===== src/rtl/vcdf_pkg.sv =====
// Shared types and constants for the voxel distance fill block.
// No dependencies.
`timescale 1ns / 1ps
`default_nettype none

package vcdf_pkg;

  localparam int DATA_W  = 8;   // voxel value width
  localparam int COORD_W = 5;   // coordinate field width on the ports
  localparam int RAD_W   = 7;   // radius width, MAX_RADIUS up to 128

  localparam int DefGridWidth  = 32;
  localparam int DefGridHeight = 32;
  localparam int DefMaxRadius  = 64;

  typedef enum logic [1:0] {
    ACT_WRITE = 2'd0,
    ACT_FILL  = 2'd1,
    ACT_READ  = 2'd2
  } action_e;

  typedef struct packed {
    logic             done;
    logic [RAD_W-1:0] radius;
  } scan_rsp_t;

endpackage

`default_nettype wire


===== src/rtl/vcdf_scan.sv =====
// Nearest-solid search: sweeps the grid one voxel per cycle through the RAM
// read port and tracks the smallest Chebyshev distance. Uses vcdf_pkg.
`timescale 1ns / 1ps
`default_nettype none

module vcdf_scan
  import vcdf_pkg::*;
#(
  parameter int GRID_WIDTH  = DefGridWidth,
  parameter int GRID_HEIGHT = DefGridHeight,
  parameter int MAX_RADIUS  = DefMaxRadius,
  localparam int XW = $clog2(GRID_WIDTH),
  localparam int ZW = $clog2(GRID_HEIGHT),
  localparam int AW = 2 * XW + ZW
) (
  input  wire logic              clk_i,
  input  wire logic              rst_ni,
  input  wire logic              start_i,
  input  wire logic [XW-1:0]     tgt_x_i,
  input  wire logic [XW-1:0]     tgt_y_i,
  input  wire logic [ZW-1:0]     tgt_z_i,
  output logic                   rd_en_o,
  output logic      [AW-1:0]     rd_addr_o,
  input  wire logic [DATA_W-1:0] rd_data_i,
  output scan_rsp_t              rsp_o
);

  localparam int MW = (XW > ZW) ? XW : ZW;
  localparam int DW = (MW > RAD_W) ? MW : RAD_W;
  localparam logic [XW-1:0] XMax = XW'(GRID_WIDTH - 1);
  localparam logic [ZW-1:0] ZMax = ZW'(GRID_HEIGHT - 1);
  localparam logic [DW-1:0] DMax = DW'(MAX_RADIUS - 1);

  logic             run_q;
  logic [XW-1:0]    sx_q, sy_q;
  logic [ZW-1:0]    sz_q;
  logic             last_issue;

  logic             v1_q, last1_q;
  logic [XW-1:0]    cx1_q, cy1_q;
  logic [ZW-1:0]    cz1_q;

  logic [DW-1:0]    dx, dy, dz, dxy, cheb_d;
  logic             v2_q, hit2_q, last2_q;
  logic [DW-1:0]    d2_q;

  logic [RAD_W-1:0] best_q, best_d;
  logic             done_q;
  logic [RAD_W-1:0] radius_q;

  function automatic logic [DW-1:0] abs_diff(input logic [DW-1:0] a, input logic [DW-1:0] b);
    abs_diff = (a > b) ? (a - b) : (b - a);
  endfunction

  // Issue stage: walk x fastest, then y, then z.
  assign last_issue = (sx_q == XMax) && (sy_q == XMax) && (sz_q == ZMax);
  assign rd_en_o    = run_q;
  assign rd_addr_o  = {sz_q, sy_q, sx_q};

  always_ff @(posedge clk_i or negedge rst_ni) begin
    if (!rst_ni) begin
      run_q <= 1'b0;
      sx_q  <= '0;
      sy_q  <= '0;
      sz_q  <= '0;
    end else if (start_i) begin
      run_q <= 1'b1;
      sx_q  <= '0;
      sy_q  <= '0;
      sz_q  <= '0;
    end else if (run_q) begin
      if (last_issue) begin
        run_q <= 1'b0;
      end
      if (sx_q == XMax) begin
        sx_q <= '0;
        if (sy_q == XMax) begin
          sy_q <= '0;
          sz_q <= sz_q + 1'b1;
        end else begin
          sy_q <= sy_q + 1'b1;
        end
      end else begin
        sx_q <= sx_q + 1'b1;
      end
    end
  end

  // Read data stage: the coordinates are registered in step with the RAM read.
  always_ff @(posedge clk_i or negedge rst_ni) begin
    if (!rst_ni) begin
      v1_q    <= 1'b0;
      last1_q <= 1'b0;
    end else begin
      v1_q    <= run_q && !start_i;
      last1_q <= run_q && !start_i && last_issue;
    end
  end

  always_ff @(posedge clk_i) begin
    cx1_q <= sx_q;
    cy1_q <= sy_q;
    cz1_q <= sz_q;
  end

  assign dx     = abs_diff(DW'(cx1_q), DW'(tgt_x_i));
  assign dy     = abs_diff(DW'(cy1_q), DW'(tgt_y_i));
  assign dz     = abs_diff(DW'(cz1_q), DW'(tgt_z_i));
  assign dxy    = (dy > dx) ? dy : dx;
  assign cheb_d = (dz > dxy) ? dz : dxy;

  // Distance stage: keep only solid voxels at radius 1..MAX_RADIUS-1.
  always_ff @(posedge clk_i or negedge rst_ni) begin
    if (!rst_ni) begin
      v2_q    <= 1'b0;
      hit2_q  <= 1'b0;
      last2_q <= 1'b0;
    end else begin
      v2_q    <= v1_q;
      hit2_q  <= v1_q && rd_data_i[DATA_W-1] && (cheb_d != '0) && (cheb_d <= DMax);
      last2_q <= v1_q && last1_q;
    end
  end

  always_ff @(posedge clk_i) begin
    d2_q <= cheb_d;
  end

  // Minimum stage.
  always_comb begin
    best_d = best_q;
    if (v2_q && hit2_q && ((best_q == '0) || (RAD_W'(d2_q) < best_q))) begin
      best_d = RAD_W'(d2_q);
    end
  end

  always_ff @(posedge clk_i or negedge rst_ni) begin
    if (!rst_ni) begin
      best_q <= '0;
      done_q <= 1'b0;
    end else begin
      best_q <= start_i ? '0 : best_d;
      done_q <= last2_q;
    end
  end

  always_ff @(posedge clk_i) begin
    radius_q <= best_d;
  end

  assign rsp_o.done   = done_q;
  assign rsp_o.radius = radius_q;

endmodule

`default_nettype wire


===== config.mk =====
export PLATFORM = sky130hd
export DESIGN_NAME = vcdf_scan
export DESIGN_NICKNAME = d
export VERILOG_FILES = /design/src/rtl/vcdf_pkg.sv /design/src/rtl/vcdf_scan.sv
export SDC_FILE = /design/constraint.sdc
export NUM_CORES = 1
export LEC_CHECK = 0
export ABC_AREA = 1
export BUFFER_PORTS_ARGS = -buffer_cell sky130_fd_sc_hd__buf_2
export CAP_MARGIN = 15
export CORE_MARGIN = 10
export CORE_UTILIZATION = 55
export CTS_BUF_LIST = sky130_fd_sc_hd__clkbuf_8
export DETAILED_ROUTE_END_ITERATION = 12
export HOLD_SLACK_MARGIN = 0.08
export PLACE_DENSITY = 0.79
export SLEW_MARGIN = 0
export SYNTH_ARGS = -nofsm -noshare
export SYNTH_HDL_FRONTEND = slang
export SYNTH_SLANG_ARGS = --single-unit

===== constraint.sdc =====
create_clock -name clk_i -period 4 [get_ports clk_i]
set_clock_uncertainty 0.1 [all_clocks]
set_input_delay 0.4 -clock clk_i [delete_from_list [all_inputs] [get_ports clk_i]]
set_output_delay 0.4 -clock clk_i [all_outputs]
set_load 0.03 [all_outputs]

* Yosys cells after proc, flatten, opt, wreduce, memory -nomap -nowiden *
Index checks and enable logic that the tools add are counted.

operators by class
  $lt $le $gt $ge = 7
  multiplexer cells = 21
  reductions and logical operators = 19
  equal/unequal tests = 3
  add/sub/neg operators = 9

operator list
  operator                                                                           number
  5-bit two-way mux                                                                  11
  7-bit two-way mux                                                                  7
  5-bit by 5-bit subtractor with 6-bit output                                        6
  5-bit by 1-bit adder with 5-bit output (second input constant)                     3
  5-bit equality test (second input constant)                                        3
  5-bit > comparator                                                                 3
  7-bit > comparator                                                                 2
  1-bit logical AND                                                                  10
  7-bit by 6-bit less-or-equal comparator with 1-bit output (second input constant)  1
  7-bit zero test                                                                    1
  7-bit less-than comparator                                                         1
  7-bit nonzero test                                                                 1
  2-bit nonzero test                                                                 3
  1-bit two-way mux                                                                  3
  3-bit AND reduction                                                                1
  2-bit AND reduction                                                                1
  1-bit zero test                                                                    1
  1-bit logical OR                                                                   1

storage, ports and cells
  register bits = 58
  bits of input ports = 26

* Depth between registers and ports, before layout *
  depth after elaboration = 9
  mapped depth = 32

* Worst setup path after synthesis *
Ideal clock, no wire load.

  path type = input to register
  start = input tgt_y_i[0]
  end = register hit2_q
  cell stages on the path = 28
  library setup time = 0.119 ns
  arrival time = 3.704 ns
  path slack = 0.077 ns
  buffers on the path = 0
  cell sequence = ha_1 inv_1 fa_1 nand3_1 nand3_2 nand2_2 inv_2 nand2_1 nand2_1 ha_1 nand2_1 nor3_2 inv_1 nand2_1 nand3_1 and2_1 ha_1 nand2_1 o21ai_0 nand2_1 nand2_1 nand2_1 inv_1 nand2_1 nand2_1 nand3_1 nor2_2 a21oi_2

on the way
  longest elaborated chain between the ends = 9

RTL lines
  what                                                                                               line              RTL
  from (decl)                                                                                        vcdf_scan.sv:20   input wire logic [XW-1:0] tgt_y_i,
  5-bit by 5-bit subtractor with 6-bit output / 5-bit > comparator (equally long branches)           vcdf_scan.sv:52   abs_diff = (a > b) ? (a - b) : (b - a);
  7-bit two-way mux (*)                                                                              vcdf_scan.sv:52
  7-bit > comparator                                                                                 vcdf_scan.sv:109  assign dxy = (dy > dx) ? dy : dx;
  7-bit two-way mux (*)                                                                              vcdf_scan.sv:109
  7-bit > comparator                                                                                 vcdf_scan.sv:110  assign cheb_d = (dz > dxy) ? dz : dxy;
  7-bit two-way mux (*)                                                                              vcdf_scan.sv:110
  branches (longest 2 deep; another with 7-bit by 6-bit less-or-equal comparator with 1-bit output)  n/a
  1-bit logical AND (*)                                                                              vcdf_scan.sv:120  hit2_q <= v1_q && rd_data_i[DATA_W-1] && (cheb_d != '0) && (cheb_d <= DMax);
  to (signal assigned)                                                                               vcdf_scan.sv:120
  to (decl)                                                                                          vcdf_scan.sv:44   logic v2_q, hit2_q, last2_q;

Every way passes the cells marked *.
A chain may end at the register's enable or synchronous reset.

* Worst setup path in the final report *
  start = register cy1_q[0]
  end = register hit2_q

on the way
  longest elaborated chain between the ends = 9

RTL lines
  what                                                                                               line              RTL
  from (decl)                                                                                        vcdf_scan.sv:40   logic [XW-1:0] cx1_q, cy1_q;
  from (signal assigned)                                                                             vcdf_scan.sv:102  cy1_q <= sy_q;
  5-bit by 5-bit subtractor with 6-bit output / 5-bit > comparator (equally long branches)           vcdf_scan.sv:52
  7-bit two-way mux (*)                                                                              vcdf_scan.sv:52
  7-bit > comparator                                                                                 vcdf_scan.sv:109
  7-bit two-way mux (*)                                                                              vcdf_scan.sv:109
  7-bit > comparator                                                                                 vcdf_scan.sv:110
  7-bit two-way mux (*)                                                                              vcdf_scan.sv:110
  branches (longest 2 deep; another with 7-bit by 6-bit less-or-equal comparator with 1-bit output)  n/a
  1-bit logical AND (*)                                                                              vcdf_scan.sv:120

Marked as above.

==> run metrics <==
status=finished, violations left; failing checks=negative setup slack; Inserted Diodes=0; drt wl/cell=approximately 14 um; gpl congestion=~0.86; Crit path largest cell delay=about 380 ps; Worst-Margin Slew=approximately 670 ps; Worst EP required=between 4000 and 5000 ps; pwr/cell area=between 500 and 600 nW/um2; setup tns final=-196.0 ps; Final Power=between 3000 and 4000 uW; post-synth cell types=37; final-layout fill cell count=around 500; total CTS buffers=9; yosys warns=0; layout cell share with drive strength beyond 1=a little under a third; fmax=between 0.2 and 0.25 GHz; P_leak=approximately 0.0029 uW; total iterations of the first detailed-routing run=5; area of the die=11270 um2; GRT Overall Usage=about 17%; Cells after Synth=roughly 550; Top Ports=50; Startpoint Class=flip-flop; Residual DRC=0; initial antenna violation count=0; detailed-placement wirelength estimate=around 7400 um; Worst Reg-to-Reg Cells=30; depth of the CTS H-tree=3; largest net degree at the start of global routing=30; total routed wirelength=10700 um; Initial Utilization=a little under three fifths; Port Buffers=42; FP Rows=31; number of max-cap violations=0; Die Ht=106.1 um; grt ovf=0; CTS tree=done; Via-to-Cell Ratio=5.160; clock-pin slew on the worst setup and hold paths=approximately 70 ps; Nets=approximately 740; Die X=about 110 um; commonest non-fill, non-tap cell in the layout=nand2_1; setup ws final=-113.7 ps; post-synthesis average cell area=roughly 7.4 um2; RSZ-0062 raised after global routing=yes; Worst Hold Margin=approximately 250 ps; Reg-to-Reg Start=cy1_q[0]; Worst Hold Path EP=done_q; Post-Syn Area=about 4100 um2; first-pass GRT wire length=~16000 um; clock sink total=57; WS Path Type=reg2reg; Slew headroom=between 50% and 60%; flip-flop and latch count after synthesis=57; Worst Path Max Fanout=6; peak supply drop=approximately 0.00045 V; Max clock buf depth=2; number of global-route vias before repair=3729; syn_nets=~640; Core Region=7253 um2; period utilisation layout=102.8%; cell area after layout=around 5400 um2; R2R Setup Slk=-110 ps; Hold Crit Depth=0; worst hold path class=reg2reg; Worst setup EP type=flip-flop; Hold Violations, Final=0; # setup viols final=2; crit path DAT=approximately 4200 ps; Clock Latency Late Sink=approximately 330 ps; sequential cell area fraction in the yosys report=about a third; pins over their slew limit=0; r2r endpoint=hit2_q; placed instance area=~4700 um2; Antenna Nets Post-Route=0; hold path start=last2_q; synthesis-to-finish area growth=31.36%; CTS root buf=clkbuf_8; minimum clock period=4114 ps; Max stage delay cell, worst path=fa_2; vias=between 3000 and 4000; most frequent cells in the layout=nand2_1, inv_1, buf_4; initial DRC count=between 200 and 250
==> how the worst max path moves through the flow <==
stage / depth (start not counted) / slack, ps / start / end
after global routing: 29 / -340 / cy1_q[0] / hit2_q
final: 30 / -110 / cy1_q[0] / hit2_q
after global placement: 28 / -160 / tgt_x_i[0] / hit2_q
after floorplan: 28 / 80 / tgt_y_i[0] / hit2_q
after detailed placement: 28 / -290 / tgt_x_i[0] / hit2_q
after CTS: 30 / 10 / cy1_q[0] / hit2_q
==> report_power, final <==
group / leakage, uW / total, uW / switching [uW] / internal, uW
Combinational: 0.00215 / 1650 / 915 / 734
Sequential: 0.000621 / 738 / 61.2 / 676
Clock: 0.000124 / 655 / 228 / 427
Total: 0.00289 / 3040 / 1200 / 1840
==> layer usage <==
layer / up-vias / part of all wire [%] / global-route usage (%)
li1: 1943 / - / -
met1: 1796 / 40 / 18.80
met2: 122 / 52 / 30.48
met3: 35 / 4.5 / 4.650
met4: 0 / 3.3 / 5.609
met5: - / 0 / 0
==> final cells by class <==
class / instances / area, um2 / share of cell area (%)
clock buffers: 10 / 137.6 / 2.567
repair buffers: 97 / 633.1 / 11.81
well taps: 99 / 123.9 / 2.310
inverters: 108 / 405.4 / 7.561
multi-input cells: 378 / 2664 / 49.68
flip-flops and latches: 57 / 1291 / 24.08
clock inverters: 6 / 106.4 / 1.984
==> Yosys cell counts <==
cell type	count	share of area (%)
nand2_1	131	12
inv_1	103	9.5
ha_1	54	17
nand3_1	47	5.8
a21oi_1	31	3.8
dfrtp_1	29	18
nor2_1	29	2.7
dfxtp_1	28	14
o21ai_0	20	2.5
nand2_2	8	1.2
nand4_1	8	1.2
fa_1	6	2.9
o21ai_1	6	0.74
xor2_1	6	1.3
buf_4	5	0.92
inv_2	5	0.46
and2_1	4	0.61
nor3_1	4	0.49
nand3b_1	3	0.55
a21oi_2	2	0.43
a22o_1	2	0.43
buf_2	2	0.25
nand2_4	2	0.55
nand3_2	2	0.49
nor2_2	2	0.31
o22ai_1	2	0.31
a31oi_1	1	0.15
a32o_1	1	0.25
and2_4	1	0.21
buf_6	1	0.28
clkbuf_1	1	0.092
nand4_4	1	0.52
nor3_2	1	0.25
nor3b_1	1	0.18
o211ai_1	1	0.18
o21a_1	1	0.18
o21ai_2	1	0.21
==> flip-flops by register name, summed over array words and instances, names as in the netlist, 5 cells and up <==
| register | cells |
|---|---|
| cy1_q | 5 |
| cz1_q | 5 |
| cx1_q | 5 |
| best_q | 7 |
| sy_q | 5 |
| sz_q | 5 |
| sx_q | 5 |
| d2_q | 6 |
| radius_q | 7 |
==> per-stage QoR <==
stage	setup slack [ps]	std cells	util, %
CTS	14.49	749	69.14
global route	-339.5	755	73.92
floorplan	76.78	552	-
global placement	-159.8	731	64.88
detailed placement	-293.6	731	64.88
finish	-113.7	755	73.92
==> cells by family after synthesis <==
logic type / Yosys count / share of synthesized area (%)
xor gates and xnor gates: 6 / 1.288
AOI/OAI and AO/OA: 68 / 9.136
DFF: 57 / 31.51
adders and majority gates: 60 / 19.50
buffers and inverters: 117 / 11.47
and+or+nand+nor: 244 / 27.10
==> worst max-delay path, delay by kind of cell (launching register included) <==
kind,cells,cell delay (ps)
simple gates,18,1760
fa+ha+maj,4,970
compound gates,3,420
buf+inv,5,410
flops,1,340
==> timing repair <==
action / 4_1_cts / 5_1_grt
endpoints found under the setup margin: 6 / 7
hold buffers: 1 / 0
cloned: 0 / 0
hold endpoints to repair: 29 / 0
buffers inserted: 1 / 6
gates resized for setup: 13 / 68
pin swaps: 2 / 26
(Power assumes the default switching activity.)
